===== config.mk =====
export PLATFORM = sky130hd
export DESIGN_NAME = nv21_to_rgba_converter_unit
export DESIGN_NICKNAME = d
export VERILOG_FILES = /design/src/hdl/nv2rgb_pkg.sv /design/src/hdl/nv2rgb_front.sv /design/src/hdl/nv2rgb_queue.sv /design/src/hdl/nv2rgb_back.sv /design/src/hdl/nv21_to_rgba_converter_unit.sv
export SDC_FILE = /design/constraint.sdc
export NUM_CORES = 1
export LEC_CHECK = 0
export BUFFER_PORTS_ARGS = -buffer_cell sky130_fd_sc_hd__buf_2
export CAP_MARGIN = 20
export CORE_MARGIN = 2
export CORE_UTILIZATION = 25
export DETAILED_ROUTE_END_ITERATION = 10
export SETUP_SLACK_MARGIN = 0.05
export SLEW_MARGIN = 15
export SYNTH_ARGS = -nofsm -noshare
export SYNTH_HDL_FRONTEND = slang
export SYNTH_SLANG_ARGS = --single-unit
export TNS_END_PERCENT = 5

===== constraint.sdc =====
create_clock -name clk -period 8.12 [get_ports clk]
set_input_delay 0.812 -clock clk [delete_from_list [all_inputs] [get_ports clk]]
set_output_delay 0.812 -clock clk [all_outputs]
set_load 0.01 [all_outputs]

===== src/hdl/nv2rgb_pkg.sv =====
// Shared types and constants for the NV21 to RGBA converter.
package nv2rgb_pkg;

    localparam int CFG_WIDTH           = 13;
    localparam int MAX_DIM_DEFAULT     = 4096;
    localparam int QUEUE_DEPTH_DEFAULT = 2;

    localparam logic [CFG_WIDTH-1:0] FRAME_WIDTH_RESET  = 13'd640;
    localparam logic [CFG_WIDTH-1:0] FRAME_HEIGHT_RESET = 13'd480;

    localparam logic [7:0] CHROMA_OFFSET = 8'd128;
    localparam logic [7:0] ALPHA_OPAQUE  = 8'hFF;

    // Configuration register indexes.
    typedef enum logic [0:0] {
        REG_FRAME_WIDTH  = 1'b0,
        REG_FRAME_HEIGHT = 1'b1
    } cfg_reg_t;

    // One classified pixel as it travels from the front end to the color math.
    typedef struct packed {
        logic [7:0]        luma;
        logic signed [7:0] cr;
        logic signed [7:0] cb;
        logic              eol;
        logic              eof;
    } pix_entry_t;

endpackage


===== src/hdl/nv2rgb_front.sv =====
// Front end: accepts pixels, latches chroma pairs, tracks raster position.
module nv2rgb_front #(
    parameter int MAX_DIM = nv2rgb_pkg::MAX_DIM_DEFAULT
) (
    input  logic                             clk,
    input  logic                             rst_n,
    input  logic                             cfg_write,
    input  logic [0:0]                       cfg_index,
    input  logic [nv2rgb_pkg::CFG_WIDTH-1:0] cfg_data,
    input  logic                             in_valid,
    output logic                             in_ready,
    input  logic [7:0]                       luma,
    input  logic [7:0]                       chroma_v,
    input  logic [7:0]                       chroma_u,
    input  logic                             queue_full,
    output logic                             push,
    output nv2rgb_pkg::pix_entry_t           push_entry
);

    localparam int CW = $clog2(MAX_DIM);

    logic [nv2rgb_pkg::CFG_WIDTH-1:0] width_reg;
    logic [nv2rgb_pkg::CFG_WIDTH-1:0] height_reg;
    logic [7:0]                       held_cr_reg, held_cr_next;
    logic [7:0]                       held_cb_reg, held_cb_next;
    logic [CW-1:0]                    col_reg, col_next;
    logic [CW-1:0]                    row_reg, row_next;
    logic [CW-1:0]                    last_col;
    logic [CW-1:0]                    last_row;
    logic                             line_end;
    logic                             frame_end;

    // Clamp a register to 1..MAX_DIM and return the last index.
    function automatic logic [CW-1:0] last_index(input logic [nv2rgb_pkg::CFG_WIDTH-1:0] dim);
        logic [31:0] dim_x;
        dim_x = 32'(dim);
        if (dim_x == 32'd0) begin
            return '0;
        end
        else if (dim_x > 32'(MAX_DIM)) begin
            return CW'(MAX_DIM - 1);
        end
        return CW'(dim_x - 32'd1);
    endfunction

    assign in_ready = !queue_full;
    assign push     = in_valid && in_ready;
    assign last_col = last_index(width_reg);
    assign last_row = last_index(height_reg);

    always_comb
    begin
        held_cr_next = held_cr_reg;
        held_cb_next = held_cb_reg;
        if (!col_reg[0])
        begin
            held_cr_next = chroma_v - nv2rgb_pkg::CHROMA_OFFSET;
            held_cb_next = chroma_u - nv2rgb_pkg::CHROMA_OFFSET;
        end

        line_end  = (col_reg >= last_col);
        frame_end = line_end && (row_reg >= last_row);
        col_next  = line_end ? '0 : col_reg + CW'(1);
        row_next  = row_reg;
        if (line_end)
        begin
            row_next = frame_end ? '0 : row_reg + CW'(1);
        end
    end

    assign push_entry.luma = luma;
    assign push_entry.cr   = signed'(held_cr_next);
    assign push_entry.cb   = signed'(held_cb_next);
    assign push_entry.eol  = line_end;
    assign push_entry.eof  = frame_end;

    always_ff @(posedge clk or negedge rst_n)
    begin
        if (!rst_n)
        begin
            width_reg   <= nv2rgb_pkg::FRAME_WIDTH_RESET;
            height_reg  <= nv2rgb_pkg::FRAME_HEIGHT_RESET;
            held_cr_reg <= '0;
            held_cb_reg <= '0;
            col_reg     <= '0;
            row_reg     <= '0;
        end
        else
        begin
            if (cfg_write)
            begin
                case (cfg_index)
                    nv2rgb_pkg::REG_FRAME_WIDTH:  width_reg  <= cfg_data;
                    nv2rgb_pkg::REG_FRAME_HEIGHT: height_reg <= cfg_data;
                    default: ;
                endcase
            end
            if (push)
            begin
                held_cr_reg <= held_cr_next;
                held_cb_reg <= held_cb_next;
                col_reg     <= col_next;
                row_reg     <= row_next;
            end
        end
    end

    // A beat that closes a line leaves the column counter at zero.
    a_eol_wraps_column: assert property (@(posedge clk) disable iff (!rst_n)
        push && push_entry.eol |=> col_reg == '0)
        else $error("column counter did not wrap after end of line");

    // End of frame only ever comes with end of line.
    a_eof_has_eol: assert property (@(posedge clk) disable iff (!rst_n)
        push && push_entry.eof |-> push_entry.eol)
        else $error("end of frame without end of line");

endmodule


===== src/hdl/nv2rgb_queue.sv =====
// Small register queue between the front end and the color math.
module nv2rgb_queue #(
    parameter int DEPTH = nv2rgb_pkg::QUEUE_DEPTH_DEFAULT
) (
    input  logic                   clk,
    input  logic                   rst_n,
    input  logic                   push,
    input  nv2rgb_pkg::pix_entry_t push_entry,
    output logic                   full,
    input  logic                   pop,
    output logic                   not_empty,
    output nv2rgb_pkg::pix_entry_t pop_entry
);

    localparam int PW = (DEPTH > 1) ? $clog2(DEPTH) : 1;
    localparam int NW = $clog2(DEPTH + 1);

    nv2rgb_pkg::pix_entry_t slot_reg [DEPTH];
    logic [PW-1:0]          wr_ptr_reg;
    logic [PW-1:0]          rd_ptr_reg;
    logic [NW-1:0]          count_reg;

    function automatic logic [PW-1:0] ptr_inc(input logic [PW-1:0] p);
        return (p == PW'(DEPTH - 1)) ? '0 : p + PW'(1);
    endfunction

    assign full      = (count_reg == NW'(DEPTH));
    assign not_empty = (count_reg != '0);
    assign pop_entry = slot_reg[rd_ptr_reg];

    always_ff @(posedge clk)
    begin
        if (push)
        begin
            slot_reg[wr_ptr_reg] <= push_entry;
        end
    end

    always_ff @(posedge clk or negedge rst_n)
    begin
        if (!rst_n)
        begin
            wr_ptr_reg <= '0;
            rd_ptr_reg <= '0;
            count_reg  <= '0;
        end
        else
        begin
            if (push)
            begin
                wr_ptr_reg <= ptr_inc(wr_ptr_reg);
            end
            if (pop)
            begin
                rd_ptr_reg <= ptr_inc(rd_ptr_reg);
            end
            if (push && !pop)
            begin
                count_reg <= count_reg + NW'(1);
            end
            else if (pop && !push)
            begin
                count_reg <= count_reg - NW'(1);
            end
        end
    end

    a_no_overflow: assert property (@(posedge clk) disable iff (!rst_n)
        push |-> !full)
        else $error("push into a full queue");

    a_no_underflow: assert property (@(posedge clk) disable iff (!rst_n)
        pop |-> not_empty)
        else $error("pop from an empty queue");

endmodule


===== src/hdl/nv2rgb_back.sv =====
// Back end: shift-add color math, clamping and the output register.
module nv2rgb_back (
    input  logic                   clk,
    input  logic                   rst_n,
    input  logic                   not_empty,
    input  nv2rgb_pkg::pix_entry_t pop_entry,
    output logic                   pop,
    output logic                   out_valid,
    input  logic                   out_ready,
    output logic [7:0]             red,
    output logic [7:0]             green,
    output logic [7:0]             blue,
    output logic                   end_of_line,
    output logic                   end_of_frame
);

    logic              out_valid_reg;
    logic [7:0]        red_reg, red_next;
    logic [7:0]        green_reg, green_next;
    logic [7:0]        blue_reg, blue_next;
    logic              eol_reg;
    logic              eof_reg;
    logic [8:0]        y_scaled;
    logic signed [11:0] y_s;
    logic signed [11:0] cr_s;
    logic signed [11:0] cb_s;
    logic signed [11:0] r_sum;
    logic signed [11:0] g_sum;
    logic signed [11:0] b_sum;

    function automatic logic [7:0] clamp_byte(input logic signed [11:0] v);
        if (v < 0) begin
            return 8'd0;
        end
        else if (v > 12'sd255) begin
            return 8'd255;
        end
        return v[7:0];
    endfunction

    always_comb
    begin
        // Luma times 1 + 1/8 + 1/32, truncating each term.
        y_scaled = 9'(pop_entry.luma) + 9'(pop_entry.luma >> 3) + 9'(pop_entry.luma >> 5);
        y_s  = signed'({3'b000, y_scaled});
        cr_s = 12'(pop_entry.cr);
        cb_s = 12'(pop_entry.cb);
        r_sum = y_s + cr_s + (cr_s >>> 1) + (cr_s >>> 4) + (cr_s >>> 5);
        g_sum = y_s - (cb_s >>> 1) + (cb_s >>> 3) - cr_s + (cr_s >>> 3) + (cr_s >>> 4);
        b_sum = y_s + (cb_s <<< 1);
        red_next   = clamp_byte(r_sum);
        green_next = clamp_byte(g_sum);
        blue_next  = clamp_byte(b_sum);
    end

    assign pop          = not_empty && (!out_valid_reg || out_ready);
    assign out_valid    = out_valid_reg;
    assign red          = red_reg;
    assign green        = green_reg;
    assign blue         = blue_reg;
    assign end_of_line  = eol_reg;
    assign end_of_frame = eof_reg;

    always_ff @(posedge clk)
    begin
        if (pop)
        begin
            red_reg   <= red_next;
            green_reg <= green_next;
            blue_reg  <= blue_next;
            eol_reg   <= pop_entry.eol;
            eof_reg   <= pop_entry.eof;
        end
    end

    always_ff @(posedge clk or negedge rst_n)
    begin
        if (!rst_n)
        begin
            out_valid_reg <= 1'b0;
        end
        else if (pop)
        begin
            out_valid_reg <= 1'b1;
        end
        else if (out_ready)
        begin
            out_valid_reg <= 1'b0;
        end
    end

    // A beat taken from the queue always shows up at the output next cycle.
    a_pop_fills_output: assert property (@(posedge clk) disable iff (!rst_n)
        pop |=> out_valid)
        else $error("popped beat did not reach the output register");

endmodule


===== src/hdl/nv21_to_rgba_converter_unit.sv =====
// Top level of the NV21 to RGBA pixel converter.
// Path: an accepted pixel is written into the queue, then taken into the output register.
// Throughput: one pixel per clock; the front end, a two-beat queue and the color math
// each advance one beat a cycle, and the input stalls only when that queue is full.
// Reset: asynchronous and active low; it restores width 640 and height 480, clears the
// raster counters and the held chroma pair, and empties the queue and the output register.
module nv21_to_rgba_converter_unit #(
    parameter int MAX_DIM     = nv2rgb_pkg::MAX_DIM_DEFAULT,
    parameter int QUEUE_DEPTH = nv2rgb_pkg::QUEUE_DEPTH_DEFAULT
) (
    input  logic                             clk,
    input  logic                             rst_n,
    input  logic                             cfg_write,
    input  logic [0:0]                       cfg_index,
    input  logic [nv2rgb_pkg::CFG_WIDTH-1:0] cfg_data,
    input  logic                             in_valid,
    output logic                             in_ready,
    input  logic [7:0]                       luma,
    input  logic [7:0]                       chroma_v,
    input  logic [7:0]                       chroma_u,
    output logic                             out_valid,
    input  logic                             out_ready,
    output logic [7:0]                       red,
    output logic [7:0]                       green,
    output logic [7:0]                       blue,
    output logic [7:0]                       alpha,
    output logic                             end_of_line,
    output logic                             end_of_frame
);

    // The front end classifies each input beat: even columns latch a fresh
    // chroma pair (offset by 128), odd columns reuse it, and the column and
    // row counters mark line and frame ends against the clamped dimensions.
    logic                   push;
    logic                   queue_full;
    logic                   pop;
    logic                   queue_not_empty;
    nv2rgb_pkg::pix_entry_t push_entry;
    nv2rgb_pkg::pix_entry_t pop_entry;

    nv2rgb_front #(
        .MAX_DIM (MAX_DIM)
    ) u_front (
        .clk        (clk),
        .rst_n      (rst_n),
        .cfg_write  (cfg_write),
        .cfg_index  (cfg_index),
        .cfg_data   (cfg_data),
        .in_valid   (in_valid),
        .in_ready   (in_ready),
        .luma       (luma),
        .chroma_v   (chroma_v),
        .chroma_u   (chroma_u),
        .queue_full (queue_full),
        .push       (push),
        .push_entry (push_entry)
    );

    // The queue decouples the two halves so that a stalled consumer does not
    // immediately stall the producer and vice versa.
    nv2rgb_queue #(
        .DEPTH (QUEUE_DEPTH)
    ) u_queue (
        .clk        (clk),
        .rst_n      (rst_n),
        .push       (push),
        .push_entry (push_entry),
        .full       (queue_full),
        .pop        (pop),
        .not_empty  (queue_not_empty),
        .pop_entry  (pop_entry)
    );

    // The back end does the shift-add color math and clamping, then holds
    // the result in an output register until the consumer takes the beat.
    nv2rgb_back u_back (
        .clk          (clk),
        .rst_n        (rst_n),
        .not_empty    (queue_not_empty),
        .pop_entry    (pop_entry),
        .pop          (pop),
        .out_valid    (out_valid),
        .out_ready    (out_ready),
        .red          (red),
        .green        (green),
        .blue         (blue),
        .end_of_line  (end_of_line),
        .end_of_frame (end_of_frame)
    );

    // Every pixel is fully opaque.
    assign alpha = nv2rgb_pkg::ALPHA_OPAQUE;

endmodule


==> impl_results.md <==
* Status: finished clean
* Max reg flops at 52
* Reg2reg path depth at 21
* DRC at 0
* GRT Overall Usage at 10.7%
* Via density at 4.41
* Starting Density at 25.5%
* Filler cell count at approximately 4,000
* Top-count cell post-synth: inv_1
* Compound-Gate Fraction of Synth Area at 11.0%
* Placed Instances at 1,456
* Dominant synthesized flop cell: edfxtp_1
* Hpwl dp at ~16,000 µm
* Inserted Clock Buffers at 17
* I/O Pins at between 70 and 80
* Post-synth EDFFs at 78
* Clock Sinks at roughly 150
* Clock-pin slew on the worst setup and hold paths at 0.06 ns
* Die X at just over 200 µm
* Grt total ovfl at 0
* Worst Path Required at between 8 and 9 ns
* Core Rows at 72
* Post-CTS setup buffers at 0
* Mux contribution to synthesized area at 9.25%
* Vias at 6,570
* Setup Crit Path Kind: reg2reg
* Pins Over Slew Limit at 0
* Unrepaired setup endpoints after global routing: false
* CTS resizes at 0
* Relative slew slack at around 37%
* DRT Wirelength at 21,500 µm
* Avg Synthesized Cell Area at 11.2 µm²
* Critical path capture point type: register
* DR pass1 iterations at 4
* Share of the synthesized area in the top cell type at about a quarter
* Footprint of the multi-input gates at approximately 0.0053 mm²
* Max Freq at 158 MHz
* Synth Area in Adders at 19.5%
* Seq cells post-synth at 149
* Clk root buf: clkbuf_16
* Mapped Cells at roughly 880
* Worst-skew pair later-pin latency at roughly 0.43 ns
* Iter 0 DRT Violations at around 290
* HP Class: reg2reg
* Synth cell types at 60
* Tmin final at 6.34 ns
* Storage element area at 0.00413 mm²
* Initial antenna violation count at 3
* Fin Setup TNS at 0 ns
* Mapped Area at 0.00991 mm²
* Skew final at 0.0106 ns
* Gpl congestion at roughly 0.83
* Most frequent cells after synthesis: 90 x inv_1, 87 x ha_1, 78 x edfxtp_1, 69 x mux2_2, 65 x dfrtp_1
* NumNets Final at 1,131
* Largest family of logic cells by synthesized area: adder cells
* Core Region at just under 0.04 mm²
* Port-buffer cells at 70
* Area grow syn2layout at 15.8%
* Synthesis Warnings at 0
* CP max FO at 22
* Fraction of registers with async set/reset at 47.7%
* Post-DR wirelength/cell at around 14 µm
* Slew @ Worst Pin at 0.939 ns
* Die ar. at 0.0413 mm²
* Vias in the first global route at 6,594
* Hold Fails Final Rpt at 0
* Largest net degree at the start of global routing at roughly 70
* Max_cap viols at 0
* ANT nets after route at 0
* Share of layout cells above drive strength 1 at 20.1%
* CTS tree: done
* Synth top area cells: edfxtp_1 24%, dfrtp_1 16%, ha_1 11%
* Crit share post-route at 78.1%
* # setup viols final at 0
* Cell depth of the worst hold path at 2
* Critical path data arrival time at 6.48 ns
* Non-filler cells, final at 1,490
* Synth area leader: edfxtp_1
* Post-Synth XOR/XNOR Area at 4.24%
* Die Height at 203 µm
* Hold-fix buffers, CTS at 0
* First-pass GRT wire length at 34,500 µm
* Area fraction in and, or, nand and nor cells after synthesis at 9.54%
* Startpoint Class: register
* Clock buffer depth at 2
* Post-synthesis sequential area ratio at about two fifths
* CTS HTree Levels at 4
==> area by class of cell <==
cell class              count  share of cell area (%)
well taps                 518                    5.65
multi-input cells         625                    46.5
flip-flops and latches    149                    35.9
clock inverters            12                    1.25
repair buffers             76                    3.64
clock buffers              19                    4.04
inverters                  90                    2.94
diodes                      1                  0.0218
==> path summary, 6_finish.rpt <==
path,from,end,slack (ns)
hold / removal,u_back.out_valid,u_back.out_valid,0.49
min in group asynchronous,rst_n,u_front.width_reg[3],0.53
setup / recovery,u_queue.rd_ptr_reg,u_back.green[5],1.78
max in group asynchronous,rst_n,u_front.row_reg[8],6.99
setup reg to reg,u_queue.rd_ptr_reg,u_back.green[5],1.78
hold reg to reg,u_back.out_valid,u_back.out_valid,0.49
==> cell usage in the layout, fill, tap and decap left out, types with 3 or more instances in the layout <==
cell / count
o211ai_1: 5
or3_1: 6
clkbuf_16: 18
nand2_1: 53
buf_2: 69
nor3b_1: 3
clkinv_4: 4
a21o_1: 19
o31ai_1: 6
xnor2_1: 16
mux2_2: 69
buf_4: 6
o21a_1: 4
mux2i_1: 14
nor2_1: 36
o21ai_0: 34
nand4_1: 5
nand3_1: 11
conb_1: 8
a21oi_1: 62
dfstp_2: 6
and3_1: 9
a21boi_0: 4
ha_1: 87
nand2b_1: 11
xor2_1: 32
edfxtp_1: 78
dfrtp_1: 65
inv_1: 89
and2_1: 9
a211oi_1: 6
a22o_1: 6
nor2b_1: 7
and4_1: 3
or3_4: 4
nor3_1: 16
fa_1: 42
a2bb2oi_1: 5
==> worst max-delay path: stages, from the launching register on <==
cell and delay [ns]:
dfrtp_1 0.46, buf_4 0.38, mux2_2 0.40, fa_1 0.46, ha_1 0.31, a21o_1 0.16, a21oi_1 0.20, o21ai_0 0.11
a21oi_1 0.23, xnor2_1 0.22, ha_1 0.30, inv_1 0.07, fa_1 0.44, fa_1 0.54, inv_1 0.04, ha_1 0.34
o21a_1 0.22, o21ai_0 0.16, a22oi_1 0.14, xor2_1 0.16, nor3_1 0.55, a21oi_1 0.16
==> cells by family after synthesis <==
group,Yosys count
AND/OR/NAND/NOR,185
AO/OA/AOI/OAI,172
flip-flops,149
adder cells (fa/ha/maj),129
buffers and inverters,116
multiplexers,83
XOR/XNOR,48
other,1
==> per-layer routing <==
metal / up-vias / routed length, µm / track usage (%)
met1: 3169 / 9640 / 13.1
met5: - / 8 / 0
met4: 2 / 332 / 3.42
met2: 98 / 10800 / 18.7
met3: 28 / 792 / 2.40
li1: 3273 / - / -
==> metrics by stage <==
step / setup slack, ns / util, % / instance area, µm² / hold WS (ns)
finish: 1.78 / 29.5 / 11500 / 0.492
global route: 1.34 / 29.5 / 11500 / 0.511
CTS: 1.75 / 29.4 / 11400 / 0.502
detailed placement: 1.77 / 27.8 / 10800 / 0.485
global placement: 1.90 / 27.8 / 10800 / 0.479
floorplan: 1.97 / - / 9940 / 0.461
Power is not shown: default switching activity piles up to over one toggle a cycle in this logic, so the estimate is an artifact.
